--- src/rtl/core/ldq_link_ram.sv ---
`default_nettype none
// ----------------------------------------------------------------------------
// ldq_link_ram
// Simple dual-port synchronous RAM, one write and one registered read port.
// ----------------------------------------------------------------------------
module ldq_link_ram #(
    parameter int DEPTH = 256,
    parameter int WIDTH = 9,
    parameter int AW    = $clog2(DEPTH)
) (
    input  wire logic             clk,
    input  wire logic             rd_en,
    input  wire logic [AW-1:0]    rd_addr,
    output logic      [WIDTH-1:0] rd_data,
    input  wire logic             wr_en,
    input  wire logic [AW-1:0]    wr_addr,
    input  wire logic [WIDTH-1:0] wr_data
);

    logic [WIDTH-1:0] mem [DEPTH];
    logic [WIDTH-1:0] rd_data_reg;

    always_ff @(posedge clk)
    begin
        if (wr_en)
        begin
            mem[wr_addr] <= wr_data;
        end
    end

    always_ff @(posedge clk)
    begin
        if (rd_en)
        begin
            rd_data_reg <= mem[rd_addr];
        end
    end

    assign rd_data = rd_data_reg;

endmodule
`default_nettype wire

--- config.mk ---
export PLATFORM = sky130hd
export DESIGN_NAME = ldq_link_ram
export DESIGN_NICKNAME = d
export VERILOG_FILES = /design/src/rtl/core/ldq_link_ram.sv
export SDC_FILE = /design/constraint.sdc
export NUM_CORES = 2
export LEC_CHECK = 0
export ABC_CLOCK_PERIOD_IN_PS = 5400
export BUFFER_PORTS_ARGS = -buffer_cell sky130_fd_sc_hd__clkbuf_2
export CAP_MARGIN = 25
export CORE_ASPECT_RATIO = 0.8
export CORE_MARGIN = 1.5
export CORE_UTILIZATION = 61
export CTS_BUF_LIST = sky130_fd_sc_hd__clkbuf_16
export CTS_CLUSTER_DIAMETER = 80
export DETAILED_ROUTE_END_ITERATION = 8
export PLACE_DENSITY_LB_ADDON = 0.25
export SYNTH_ARGS = -nofsm -noshare
export SYNTH_HDL_FRONTEND = slang
export SYNTH_SLANG_ARGS = --single-unit
--- constraint.sdc ---
create_clock -name clk -period 5.4 [get_ports clk]
set_input_delay 0.27 -clock clk [delete_from_list [all_inputs] [get_ports clk]]
set_output_delay 0.27 -clock clk [all_outputs]
set_load 0.005 [all_outputs]
# [Word level (Yosys, flattened, before mapping)]
# Memories as Yosys holds them, arrays and structs flattened. A register that Yosys moved wholly into a read port is not among the register bits.
# Index checks and enable logic that the tools add are counted.
[totals] register_bits=0 ramBits=2304 input_bits=28 out_inout_bits=9 elab_cells=3 mem_count=1
[mem_list] memory="mem" depth=256 word_bits=9 read_ports=1 rd_ports_with_merged_regs=1 wr=1 line="20" text="logic [WIDTH-1:0] mem [DEPTH];"
[op_classes] muxes=2
[ops] operator="$mux 1" n=2

# [Depth between registers and ports, before layout]
[depth] ltp_word=2 ltp_mapped=11 mapped_depth_nobuf=6

# [Least setup slack after synthesis]
# OpenSTA, ideal clock, no wires.
[synth_timing] path_type="input port to flip-flop" start="input rd_addr[0]" end="register rd_data_reg[7] (netlist: rd_data[7]), read port of mem, data pin" setup_time_ns=0.265 arrival_ns=1.968 t_required_ns=5.135 slack_ns=3.168 path_stages=9 path_buffers=4 path_cell_list="buf_6 buf_12 buf_6 buf_6 mux4_2 a22oi_1 a21oi_1 nor4_1 nor3_1"
[synth_rtl] element="start, declared" line="13" text="input wire logic [AW-1:0] rd_addr,"
[synth_rtl] element="end, declared" line="21" text="logic [WIDTH-1:0] rd_data_reg;"

==> flow_metrics.py <==
metrics = {
    "worst_setup_path": {
        "reg2reg_slack_ns": 2.62,
        "cp-start-kind": "primary input",
        "critPathBufInv": 3,
        "crit_type": "primary input to flip-flop",
        "crit_required_ns": 5.96,
        "setup.worst_path.end_class": "flip-flop",
        "crit_arrival_ns": 3.89,
        "r2r_cells": 6,
        "r2r-start": "mem[211][0]$_DFFE_PP_",
        "cpPeakStageDelay_ns": 0.75,
        "worstPathCellList": "buf_8 -> buf_12 -> buf_4 -> mux2i_1 -> o22ai_1 -> nor3_1 -> a21oi_1 -> nor4_1 -> nor4_1",
        "r2r-end": "rd_data[0]$_DFFE_PP_",
        "critPathMaxFanout": 70,
        "cp_slowest_cell": "nor4_1",
        "path_common_cell": "nor4_1",
        "crit_family": "simple AND/OR/NAND/NOR gates",
        "startpoint": "rd_addr[0]",
    },
    "pwr": {
        "switchingPower_w": 0.00760,
        "swShare": 0.212,
        "powerDensity_nw_per_um2": 365,
        "p_comb_frac": 0.049,
        "power_frac_clock": 0.398,
        "leakage_nw": 30.6,
        "ir_drop_v": 0.000299,
        "seq_power_share": 0.553,
        "internal-power_w": 0.0283,
    },
    "cells_and_area": {
        "fin_cells": 6433,
        "largest_reg_flops": 2304,
        "fillers": 8806,
        "seq_area_um2": 69500,
        "drive_above_1_share": 0.209,
        "multiInputGateArea_um2": 18400,
        "final_util": 0.677,
        "finalNetCount": 4385,
        "area_delta_synth_final_pct": 10.1,
    },
    "flow_run": {
        "cap_viol_max_count": 0,
    },
    "route": {
        "via_per_inst": 6.95,
        "via_count": 44700,
        "ant_nets": 0,
        "drtPass1Iterations": 6,
        "post_drt_wl_per_cell_um": 33.9,
        "dr.first_iter.drc_count": 6854,
        "drc": 0,
        "routed_wirelength_mm": 218,
    },
    "floorplan": {
        "io_pins": 37,
        "start_util": 0.615,
        "core.rowCount": 125,
        "die_x_um": 431,
        "core_area_um2": 145000,
        "die_h_um": 345,
        "die-area_um2": 149000,
    },
    "worst_hold_path": {
        "hold_end": "mem[230][2]$_DFFE_PP_",
        "hold_depth": 1,
        "hold_path_class": "primary input to flip-flop",
        "min_from": "wr_data[2]",
    },
    "yosys": {
        "avgSynthCellArea_um2": 21.1,
        "synthesis.area_um2": 89400,
        "async_flop_share": 0,
        "syn-num-nets": 4265,
        "synth.distinct_cells": 56,
        "synth.area.top_cells": "edfxtp_1 (78%), mux4_2 (12%), mux2i_1 (2.0%)",
        "yosys.area.top_type_share": 0.777,
        "yosysTopAreaCell": "edfxtp_1",
        "seq_area_frac_synth": 0.777,
        "synth_ff_type": "edfxtp_1",
        "yosys_warnings": 0,
        "synthCells": 4237,
        "synth_seq_cells": 2313,
        "synth-edff-count": 2313,
    },
    "cts": {
        "htree_levels": 4,
        "cts_setup_buffers": 0,
        "ctsResizeCount": 0,
        "cts_sinks": 2313,
        "holdBufCountCts": 5,
        "cts_buffers": 210,
        "cts_tree": "yes",
        "cts.path.max_buffers": 3,
        "worstSkewPairLatency_ns": 0.84,
        "cts_root_buffer": "clkbuf_16",
        "clkTransAtPathRegs_ns": 0.06,
    },
    "place": {
        "place_hpwl_mm": 129,
        "pre_cts_ws_ns": 1.29,
        "gp_congestion": 0.906,
        "portBuffers": 36,
        "dp_cells": 6027,
    },
    "run_status": {
        "run_status": "finished, violations left",
        "violations": "negative hold slack",
    },
    "global_routing": {
        "use_met3": 0.0775,
        "grt_pass1_vias": 43400,
        "grtUsageMet1": 0.455,
        "use_met2": 0.422,
        "busiest_layer": "met1",
        "antenna_found_initial": 9,
        "grt-ovfl-total": 0,
        "grt_use_total": 0.296,
        "grt_pass1_wl_mm": 314,
        "grt_max_degree": 200,
    },
    "sta": {
        "relSlewSlack": 0.258,
        "fin_crit_ns": 3.33,
        "fin_setup_tns_ns": 0,
        "hold_violations": 14,
        "finalSetupViolCount": 0,
        "worst_hold_slack_ns": -0.0265,
        "slew_violations": 0,
        "min_period_over_period": 0.617,
        "fin_ws_ns": 2.07,
        "fin_worst_skew_ns": 0.0246,
        "tightest_slew_ns": 1.11,
        "max_freq_mhz": 300,
        "rsz0062_at_grt": "false",
    },
}
## stage by stage
stage	area (um^2)	power, W	hold slack (ns)
floorplan	89400	0.0211	0.369
global placement	91500	0.0219	0.765
detailed placement	91600	0.0219	0.766
CTS	98200	0.0359	0.0338
global route	98300	0.0367	0.0100
finish	98400	0.0359	-0.0265
## cells in the final DEF, fill, tap and decap left out, types with 40 or more instances in the layout
cell / n
edfxtp_1: 2313
nor2_1: 303
nand2_1: 40
mux4_2: 467
inv_1: 45
clkinv_1: 54
mux2i_1: 177
buf_4: 100
clkbuf_16: 215
a22oi_1: 174
a21oi_1: 98
o22ai_1: 65
## worst reg2reg max path, stage by stage, from the launching register on
cell and delay (ns):
edfxtp_1 0.35, mux4_2 0.47, a22o_1 0.24, a221oi_1 0.58
o32ai_1 0.20, nor3_1 0.54, nor4_1 0.14
## power groups by stage
stage               clock, W  combinational [W]  sequential (W)
floorplan                  0           0.000939          0.0202
CTS                   0.0144            0.00175          0.0198
global route          0.0150            0.00184          0.0198
finish                0.0143            0.00177          0.0198
global placement           0            0.00170          0.0202
detailed placement         0            0.00174          0.0202
## kinds of logic (layout without fill, tap and decap cells)
| family | Yosys count | after routing | synth area share |
|---|---|---|---|
| DFF | 2313 | 2313 | 0.777 |
| other | 0 | 6 | 0 |
| and+or+nand+nor | 500 | 500 | 0.0250 |
| buffers and inverters | 261 | 546 | 0.0175 |
| muxes | 674 | 674 | 0.143 |
| AOI/OAI and AO/OA | 489 | 489 | 0.0375 |
## area by class of cell
class | count | area share
clock buffer | 215 | 0.0547
tap | 1905 | 0.0242
sequential | 2313 | 0.706
inverter | 2 | 0.0000763
clock inverter | 162 | 0.0118
antenna | 6 | 0.000153
multi-input combinational | 1663 | 0.187
timing repair buffer | 167 | 0.0158
## cells in the mapped netlist (all sizes together) (8+ instances only)
cell type,number
a211oi,26
mux2,21
edfxtp,2313
nand2,40
o22ai,65
nor3,21
nand4,11
o21ai,36
a21oi,98
buf,139
nand2b,9
nand3,31
nor2b,28
a31oi,10
o221ai,36
nor2,305
o31a,8
a221oi,11
mux2i,177
a22oi,174
nor4,27
a22o,8
mux4,476
clkbuf,120
## worst max path at each step
| stage | to | slack [ns] | depth (start not counted) |
|---|---|---|---|
| floorplan | rd_data[7]$_DFFE_PP_ | 3.17 | 9 |
| global placement | rd_data[8]$_DFFE_PP_ | 1.27 | 10 |
| detailed placement | rd_data[8]$_DFFE_PP_ | 1.29 | 10 |
| CTS | rd_data[8]$_DFFE_PP_ | 2.16 | 10 |
| global route | rd_data[8]$_DFFE_PP_ | 1.98 | 10 |
| finish | rd_data[2]$_DFFE_PP_ | 2.07 | 9 |
## per-layer routing
layer,wire (um),up-vias,part of all wire
met5,10,-,0.000046
met4,6430,2,0.029
met3,27200,347,0.12
met2,98600,2945,0.45
met1,86000,23400,0.39
li1,-,18000,-
(Power assumes the default switching activity.)
