[src/rtl/core/ldq_pkg.sv]
`default_nettype none
// ----------------------------------------------------------------------------
// ldq_pkg
// Shared types and constants for the linked deque manager: pool size, link
// encoding, operation codes, sequencer states and inter-module structs.
// ----------------------------------------------------------------------------
package ldq_pkg;

    localparam int NODE_COUNT = 256;
    localparam int IDX_W      = 8;          // node_index field width
    localparam int LINK_W     = IDX_W + 1;  // link code, one above the pool is nil
    localparam int COUNT_W    = 9;          // entry_total field width
    localparam int IN_W       = 16;         // input word, padded to bytes
    localparam int OUT_W      = 24;         // result word, padded to bytes

    localparam logic [LINK_W-1:0] NIL_CODE = LINK_W'(NODE_COUNT);

    typedef enum logic [2:0] {
        OP_PUSH_FRONT = 3'd0,
        OP_PUSH_BACK  = 3'd1,
        OP_POP_FRONT  = 3'd2,
        OP_POP_BACK   = 3'd3,
        OP_PEEK_FRONT = 3'd4,
        OP_PEEK_BACK  = 3'd5,
        OP_UNLINK     = 3'd6,
        OP_CLEAR      = 3'd7
    } ldq_op_t;

    typedef enum logic {
        ST_IDLE,
        ST_EXEC
    } ldq_state_t;

    // one read port shared by both link tables, one write port on each
    typedef struct packed {
        logic              rd_en;
        logic [IDX_W-1:0]  rd_addr;
        logic              nx_we;
        logic [IDX_W-1:0]  nx_addr;
        logic [LINK_W-1:0] nx_data;
        logic              pv_we;
        logic [IDX_W-1:0]  pv_addr;
        logic [LINK_W-1:0] pv_data;
    } ldq_mem_req_t;

    typedef struct packed {
        logic               misuse;
        logic [COUNT_W-1:0] entry_total;
        logic               is_empty;
        logic               found;
        logic [IDX_W-1:0]   result_node;
    } ldq_result_t;

    function automatic logic link_valid(input logic [LINK_W-1:0] link);
        return link < NIL_CODE;
    endfunction

endpackage
`default_nettype wire

[src/rtl/core/ldq_seq.sv]
`default_nettype none
// ----------------------------------------------------------------------------
// ldq_seq
// Two-step sequencer: the accept step reads the target's links (or writes a
// new node's own links), the exec step patches the neighbor links and updates
// head, tail, count and membership.
// ----------------------------------------------------------------------------
module ldq_seq import ldq_pkg::*; (
    input  wire logic              clk,
    input  wire logic              rst_n,
    input  wire logic              in_valid,
    input  wire ldq_op_t           in_op,
    input  wire logic [IDX_W-1:0]  in_node,
    output logic                   in_ready,
    input  wire logic              out_free,
    output logic                   res_valid,
    output ldq_result_t            res,
    output ldq_mem_req_t           mem_req,
    input  wire logic [LINK_W-1:0] nx_rd,
    input  wire logic [LINK_W-1:0] pv_rd
);

    ldq_state_t                state_reg, state_next;
    ldq_op_t                   op_reg, op_next;
    logic [IDX_W-1:0]          tgt_reg, tgt_next;
    logic                      act_reg, act_next;
    logic [LINK_W-1:0]         head_reg, head_next;
    logic [LINK_W-1:0]         tail_reg, tail_next;
    logic [COUNT_W-1:0]        count_reg, count_next;
    logic [NODE_COUNT-1:0]     member_reg, member_next;

    logic                      node_ok;
    logic                      node_mem;
    logic [LINK_W-1:0]         tgt_link;

    assign node_ok  = {1'b0, in_node} < NIL_CODE;
    assign node_mem = member_reg[in_node];
    assign tgt_link = {1'b0, tgt_reg};

    always_ff @(posedge clk or negedge rst_n)
    begin
        if (!rst_n)
        begin
            state_reg  <= ST_IDLE;
            op_reg     <= OP_CLEAR;
            tgt_reg    <= '0;
            act_reg    <= 1'b0;
            head_reg   <= NIL_CODE;
            tail_reg   <= NIL_CODE;
            count_reg  <= '0;
            member_reg <= '0;
        end
        else
        begin
            state_reg  <= state_next;
            op_reg     <= op_next;
            tgt_reg    <= tgt_next;
            act_reg    <= act_next;
            head_reg   <= head_next;
            tail_reg   <= tail_next;
            count_reg  <= count_next;
            member_reg <= member_next;
        end
    end

    always_comb
    begin
        state_next  = state_reg;
        op_next     = op_reg;
        tgt_next    = tgt_reg;
        act_next    = act_reg;
        head_next   = head_reg;
        tail_next   = tail_reg;
        count_next  = count_reg;
        member_next = member_reg;
        mem_req     = '0;
        res         = '0;
        res_valid   = 1'b0;
        in_ready    = 1'b0;

        case (state_reg)
            ST_IDLE:
            begin
                in_ready = 1'b1;
                if (in_valid)
                begin
                    state_next = ST_EXEC;
                    op_next    = in_op;
                    tgt_next   = in_node;
                    act_next   = 1'b0;
                    case (in_op)
                        OP_PUSH_FRONT:
                        begin
                            act_next = node_ok && !node_mem;
                            if (node_ok && !node_mem)
                            begin
                                mem_req.nx_we   = 1'b1;
                                mem_req.nx_addr = in_node;
                                mem_req.nx_data = head_reg;
                                mem_req.pv_we   = 1'b1;
                                mem_req.pv_addr = in_node;
                                mem_req.pv_data = NIL_CODE;
                            end
                        end
                        OP_PUSH_BACK:
                        begin
                            act_next = node_ok && !node_mem;
                            if (node_ok && !node_mem)
                            begin
                                mem_req.nx_we   = 1'b1;
                                mem_req.nx_addr = in_node;
                                mem_req.nx_data = NIL_CODE;
                                mem_req.pv_we   = 1'b1;
                                mem_req.pv_addr = in_node;
                                mem_req.pv_data = tail_reg;
                            end
                        end
                        OP_POP_FRONT, OP_PEEK_FRONT:
                        begin
                            tgt_next = head_reg[IDX_W-1:0];
                            act_next = link_valid(head_reg);
                        end
                        OP_POP_BACK, OP_PEEK_BACK:
                        begin
                            tgt_next = tail_reg[IDX_W-1:0];
                            act_next = link_valid(tail_reg);
                        end
                        OP_UNLINK:
                        begin
                            act_next = node_ok && node_mem;
                        end
                        default:
                        begin
                            act_next = 1'b1;
                        end
                    endcase
                    // target links come back for the exec step
                    mem_req.rd_en   = 1'b1;
                    mem_req.rd_addr = tgt_next;
                end
            end

            ST_EXEC:
            begin
                if (out_free)
                begin
                    res_valid  = 1'b1;
                    state_next = ST_IDLE;
                    case (op_reg)
                        OP_PUSH_FRONT:
                        begin
                            if (act_reg)
                            begin
                                if (link_valid(head_reg))
                                begin
                                    mem_req.pv_we   = 1'b1;
                                    mem_req.pv_addr = head_reg[IDX_W-1:0];
                                    mem_req.pv_data = tgt_link;
                                end
                                head_next = tgt_link;
                                if (!link_valid(tail_reg))
                                begin
                                    tail_next = tgt_link;
                                end
                                member_next[tgt_reg] = 1'b1;
                                count_next = count_reg + COUNT_W'(1);
                            end
                        end
                        OP_PUSH_BACK:
                        begin
                            if (act_reg)
                            begin
                                if (link_valid(tail_reg))
                                begin
                                    mem_req.nx_we   = 1'b1;
                                    mem_req.nx_addr = tail_reg[IDX_W-1:0];
                                    mem_req.nx_data = tgt_link;
                                end
                                tail_next = tgt_link;
                                if (!link_valid(head_reg))
                                begin
                                    head_next = tgt_link;
                                end
                                member_next[tgt_reg] = 1'b1;
                                count_next = count_reg + COUNT_W'(1);
                            end
                        end
                        OP_POP_FRONT, OP_POP_BACK, OP_UNLINK:
                        begin
                            if (act_reg)
                            begin
                                if (tgt_link == head_reg)
                                begin
                                    head_next = nx_rd;
                                    if (link_valid(nx_rd))
                                    begin
                                        mem_req.pv_we   = 1'b1;
                                        mem_req.pv_addr = nx_rd[IDX_W-1:0];
                                        mem_req.pv_data = NIL_CODE;
                                    end
                                    else
                                    begin
                                        tail_next = NIL_CODE;
                                    end
                                end
                                else if (tgt_link == tail_reg)
                                begin
                                    tail_next = pv_rd;
                                    if (link_valid(pv_rd))
                                    begin
                                        mem_req.nx_we   = 1'b1;
                                        mem_req.nx_addr = pv_rd[IDX_W-1:0];
                                        mem_req.nx_data = NIL_CODE;
                                    end
                                    else
                                    begin
                                        head_next = NIL_CODE;
                                    end
                                end
                                else
                                begin
                                    // middle node: both neighbors patched in the same cycle
                                    if (link_valid(pv_rd))
                                    begin
                                        mem_req.nx_we   = 1'b1;
                                        mem_req.nx_addr = pv_rd[IDX_W-1:0];
                                        mem_req.nx_data = nx_rd;
                                    end
                                    if (link_valid(nx_rd))
                                    begin
                                        mem_req.pv_we   = 1'b1;
                                        mem_req.pv_addr = nx_rd[IDX_W-1:0];
                                        mem_req.pv_data = pv_rd;
                                    end
                                end
                                member_next[tgt_reg] = 1'b0;
                                if (count_reg != '0)
                                begin
                                    count_next = count_reg - COUNT_W'(1);
                                end
                            end
                        end
                        OP_PEEK_FRONT, OP_PEEK_BACK:
                        begin
                        end
                        default:
                        begin
                            head_next   = NIL_CODE;
                            tail_next   = NIL_CODE;
                            count_next  = '0;
                            member_next = '0;
                        end
                    endcase

                    res.found       = act_reg && (op_reg inside {OP_POP_FRONT, OP_POP_BACK,
                                                                 OP_PEEK_FRONT, OP_PEEK_BACK});
                    res.result_node = res.found ? tgt_reg : '0;
                    res.misuse      = !act_reg && (op_reg inside {OP_PUSH_FRONT, OP_PUSH_BACK,
                                                                  OP_UNLINK});
                    res.is_empty    = !link_valid(head_next);
                    res.entry_total = count_next;
                end
            end

            default:
            begin
                state_next = ST_IDLE;
            end
        endcase
    end

endmodule
`default_nettype wire

[config.mk]
export PLATFORM = sky130hd
export DESIGN_NAME = ldq_seq
export DESIGN_NICKNAME = d
export VERILOG_FILES = /design/src/rtl/core/ldq_pkg.sv /design/src/rtl/core/ldq_seq.sv
export SDC_FILE = /design/constraint.sdc
export NUM_CORES = 1
export LEC_CHECK = 0
export ABC_AREA = 1
export BUFFER_PORTS_ARGS = -buffer_cell sky130_fd_sc_hd__buf_4
export CAP_MARGIN = 10
export CELL_PAD_IN_SITES_DETAIL_PLACEMENT = 1
export CELL_PAD_IN_SITES_GLOBAL_PLACEMENT = 1
export CORE_AREA = 2 2 189 191
export DETAILED_ROUTE_END_ITERATION = 10
export DIE_AREA = 0 0 191 193
export PLACE_DENSITY_LB_ADDON = 0.3
export SYNTH_ARGS = -nofsm -noshare
export SYNTH_HDL_FRONTEND = slang
export SYNTH_SLANG_ARGS = --single-unit
[constraint.sdc]
create_clock -name clk -period 5.7 [get_ports clk]
set_input_delay 1.14 -clock clk [delete_from_list [all_inputs] [get_ports clk]]
set_output_delay 1.14 -clock clk [all_outputs]
set_load 0.005 [all_outputs]
### Word level (Yosys, flattened, before mapping)

Cells that the tools add are included.

* shift-type cells: 0
* add/subtract/negate cells: 2
* multiply operators: 0
* divide/modulo/power cells: 0
* eq/ne operators: 21
* bitwise operators: 5
* order comparisons: 8
* reductions and logical operators: 21
* muxes and demuxes: 62

Operators by type and width (count)
* 256-bit one-hot mux with 3 select lines: 1
* 256-bit two-way mux: 2
* 256-bit bitwise AND: 1
* 256-bit inverter: 1
* 256-bit OR: 1
* 18-bit two-way mux: 12
* 9-bit two-way mux: 20
* 36-bit two-way mux: 4
* 36-bit one-hot mux with 2 select lines: 2
* 18-bit one-hot mux with 2 select lines: 2
* 9-bit one-hot mux with 4 select lines: 2
* 9-bit less-than comparator, second input constant: 5
* 45-bit two-way mux: 1
* 20-bit two-way mux: 2
* 9-bit one-hot mux with 3 select lines: 1
* 3-bit == test, second input constant: 6
* 8-bit by 9-bit == test with 1-bit output: 2
* 8-bit by 9-bit less-than comparator with 1-bit output, second input constant: 2
* 8-bit one-hot mux with 2 select lines: 1
* 3-bit by 2-bit == test with 1-bit output, second input constant: 4
* 2-bit OR reduction: 5
* 9-bit by 1-bit adder with 9-bit output, second input constant: 1
* 9-bit AND reduction: 1
* 9-bit nonzero test: 1
* other kinds (21): 39

* input bits: 33
* bits in read-only memories: 0
* RAM bits: 0
* memories: 0
* output and inout port bits: 67
* latch bits: 0
* logic and storage cells: 127
* register bits after elaboration: 296

### Depth between registers and ports, before layout

* depth after elaboration: 12
* gate-level depth with buffers: 18
* depth with buffers taken out: 15

### Least setup slack after synthesis

No wires, ideal clock.

* kind: in2out
* from: in in_node[0]
* to: out mem_req[0] (netlist bit)
* slack: 1.908 ns
* arrival time: 2.652 ns
* path buffers: 3
* required time: 4.560 ns
* stages: 16
* path through: buf_2 > buf_2 > buf_2 > nand2_1 > nand3_1 > nand3_1 > nand3_1 > nand3_1 > nand2_1 > nand2_1 > nand3_1 > nand3_2 > nand2_1 > nor2_2 > nand3_1 > o21ai_1

RTL lines
* from (decl): RTL line ldq_seq.sv:13 `input wire logic [IDX_W-1:0] in_node,`
* to (decl): RTL line ldq_seq.sv:18 `output ldq_mem_req_t mem_req,`

==> results.sh <==
export IMPL_die_w_um=191
export IMPL_fill_cells=4229
export IMPL_clk_latency_ns=0.53
export IMPL_dp_hpwl_um=39000
export IMPL_rsz0062_at_grt="false"
export IMPL_fin_crit_sh=0.892
export IMPL_worst_setup_path_type="in2out"
export IMPL_h_tree_depth=2
export IMPL_drv_slew=0
export IMPL_slew_headroom=0.174
export IMPL_track_usage=0.353
export IMPL_setup_viol=0
export IMPL_syn_instance_count=2150
export IMPL_stdcell_area_um2=19400
export IMPL_die_area_um2=36900
export IMPL_startpoint_type="input pin"
export IMPL_swShare=0.391
export IMPL_internal_power_mw=4.23
export IMPL_fp_row_count=69
export IMPL_ir_drop_uv=206
export IMPL_drt_pass1_iterations=7
export IMPL_grt_pass1_vias=18055
export IMPL_clock_sinks=296
export IMPL_max_freq_mhz=197
export IMPL_initial_utilization=0.494
export IMPL_yosysTopAreaCellShare=0.422
export IMPL_ys_seq_area_frac=0.429
export IMPL_power_frac_comb=0.298
export IMPL_cts_setup_buffers=0
export IMPL_port_buffers=99
export IMPL_overflow=0
export IMPL_synth_most_common_cell="nand2_1"
export IMPL_cts_buffers=36
export IMPL_worstPathRequired_ns=4.56
export IMPL_period_needed_ns=5.08
export IMPL_grt_max_degree=131
export IMPL_syn_avg_cell_area_um2=8.03
export IMPL_drv_cap=0
export IMPL_drive_above_1_share=0.145
export IMPL_tightest_slew_ns=1.23
export IMPL_grt_first_pass_wirelength_um=102000
export IMPL_ios=100
export IMPL_synth_nets=2186
export IMPL_wire_per_inst_um=24.4
export IMPL_final_nets=2197
export IMPL_die_h_um=193
export IMPL_grtUsageMet3=0.0543
export IMPL_ys_top_cells_by_count="nand2_1, nand3_1, dfrtp_1, a21oi_1, a211oi_1"
export IMPL_dpl_cell_area_um2=18200
export IMPL_clk_pin_slew_worst_paths_ns=0.06
export IMPL_largest_register_ffs=256
export IMPL_endpoint_kind="output port"
export IMPL_gp_congestion=0.934
export IMPL_cts_root_buf="clkbuf_16"
export IMPL_seqPwrFrac=0.380
export IMPL_leakage_nw=8.53
export IMPL_yosys_register_bits=296
export IMPL_yosys_warnings=0
export IMPL_vias=17451
export IMPL_yosys_area_top_type="dfrtp_1"
export IMPL_cp_max_fo=41
export IMPL_tns_ns=0
export IMPL_synthesis_area_um2=17300
export IMPL_top_usage_layer="met2"
export IMPL_syn2layout_area_growth_pct=12.1
export IMPL_finalHoldViolCount=0
export IMPL_routed_via_density=6.59
export IMPL_synth_distinct_cells=51
export IMPL_cts_hold_buf=0
export IMPL_cts_resized_gates=0
export IMPL_drc=0
export IMPL_antenna_found_initial=0
export IMPL_ant_nets=0
export IMPL_min_path_type="reg2reg"
export IMPL_cts_tree="done"
export IMPL_grtUsageMet1=0.456
export IMPL_async_flop_share=1.00
export IMPL_switching_power_mw=2.72
export IMPL_synth_area_leaders="dfrtp_1, nand3_1, nand2_1, a211oi_1, a21oi_1"
export IMPL_wl_um=64700
export IMPL_clock_path_buffers=3
export IMPL_p_per_area_nw_per_um2=359
export IMPL_synth_flop_cell="dfrtp_1"
export IMPL_p_clk_frac=0.322
export IMPL_synth_edf_count=0
export IMPL_drtIter0Drc=1430
export IMPL_core_um2=35000
export IMPL_finClkSkew_ns=0.0175
export IMPL_status="complete, no violations"
export IMPL_critPathArrivalTime_ns=3.94
export IMPL_use_met2=0.586
==> worst max-delay path, cell delays in order <==
cell and delay [ns]:
buf_4 0.35, buf_4 0.59, nand3_1 0.20, nand3_1 0.13
nand3_1 0.10, nand3_1 0.11, nand2_1 0.07, nand2_1 0.09
nand3_1 0.14, nand3_2 0.13, nand2_1 0.11, nor2_2 0.31
nand3_1 0.14, o21ai_1 0.13, buf_4 0.14
==> cells by family after synthesis <==
logic type,share of synthesized area
and+or+nand+nor,0.229
AOI/OAI and AO/OA,0.257
buffers and inverters,0.0790
DFF,0.429
xor gates and xnor gates,0.00254
adders and majority gates,0.00217
muxes,0.000652
==> routing by layer <==
metal | up-vias | part of all wire
li1 | 7698 | -
met1 | 8706 | 0.41
met2 | 848 | 0.47
met3 | 199 | 0.078
met4 | 0 | 0.044
met5 | - | 0
==> metrics by stage <==
stage / hold slack, ns / instances / setup slack, ns / util / total power, mW
final: 0.499 / 2647 / 0.617 / 0.554 / 6.96
after global routing: 0.546 / 2646 / 0.440 / 0.554 / 7.27
after CTS: 0.502 / 2644 / 0.746 / 0.553 / 6.92
after detailed placement: 0.488 / 2582 / 0.744 / 0.521 / 4.67
after global placement: 0.479 / 2582 / 0.888 / 0.521 / 4.59
after floorplan: 0.462 / 2150 / 1.91 / - / 3.94
==> layout make-up <==
cell class / instances / area (um^2) / share of cell area
inverter: 120 / 462 / 0.0238
clock inverter: 8 / 42.5 / 0.00220
multi-input combinational: 1553 / 8540 / 0.441
antenna: 1 / 2.50 / 0.000129
tap: 461 / 577 / 0.0298
timing repair buffer: 154 / 1230 / 0.0637
sequential: 296 / 7410 / 0.383
clock buffer: 54 / 1090 / 0.0563
==> placed cells by master (no fill, tap or decap), types with 3 or more instances in the layout <==
cell type | synthesis | routed
buf_12 | 0 | 5
o21ai_1 | 19 | 19
nand3_1 | 304 | 304
dfrtp_1 | 291 | 291
o221ai_1 | 10 | 10
clkinv_2 | 1 | 8
nand2_2 | 3 | 3
ha_1 | 3 | 3
a211oi_2 | 42 | 42
o21ai_0 | 75 | 75
nand2_1 | 403 | 403
xor2_1 | 4 | 4
nor3_4 | 15 | 17
nor3_1 | 27 | 21
buf_4 | 7 | 146
inv_1 | 96 | 95
nor2_1 | 87 | 87
nand4_1 | 5 | 5
a22oi_1 | 8 | 8
nor3_2 | 3 | 7
clkinv_1 | 7 | 7
clkbuf_1 | 71 | 7
clkbuf_16 | 0 | 37
nor2_2 | 4 | 3
nor2_4 | 3 | 4
o22ai_1 | 29 | 29
clkbuf_8 | 0 | 10
a21oi_1 | 276 | 276
dfstp_2 | 5 | 5
a32oi_1 | 8 | 8
inv_2 | 14 | 14
a311oi_1 | 20 | 20
a211oi_1 | 185 | 185
==> worst paths after layout <==
kind	from	endpoint	slack (ns)	cells after the start
setup / recovery	in_node[1]	mem_req[4]	0.62	15
hold reg to reg	member_reg[91]	member_reg[91]	0.50	2
setup reg to reg	op_reg[1]	member_reg[50]	1.73	10
hold / removal	member_reg[91]	member_reg[91]	0.50	2
min in group asynchronous	rst_n	count_reg[6]	0.55	1
max in group asynchronous	rst_n	member_reg[112]	3.99	2
==> power groups by stage <==
stage	sequential (mW)	combinational (mW)	clock (mW)
after floorplan	2.54	1.40	0
after global placement	2.65	1.94	0
after detailed placement	2.66	2.01	0
after CTS	2.63	2.03	2.25
after global routing	2.67	2.26	2.34
final	2.64	2.07	2.24
No activity file was read; power rests on OpenSTA's default activity.
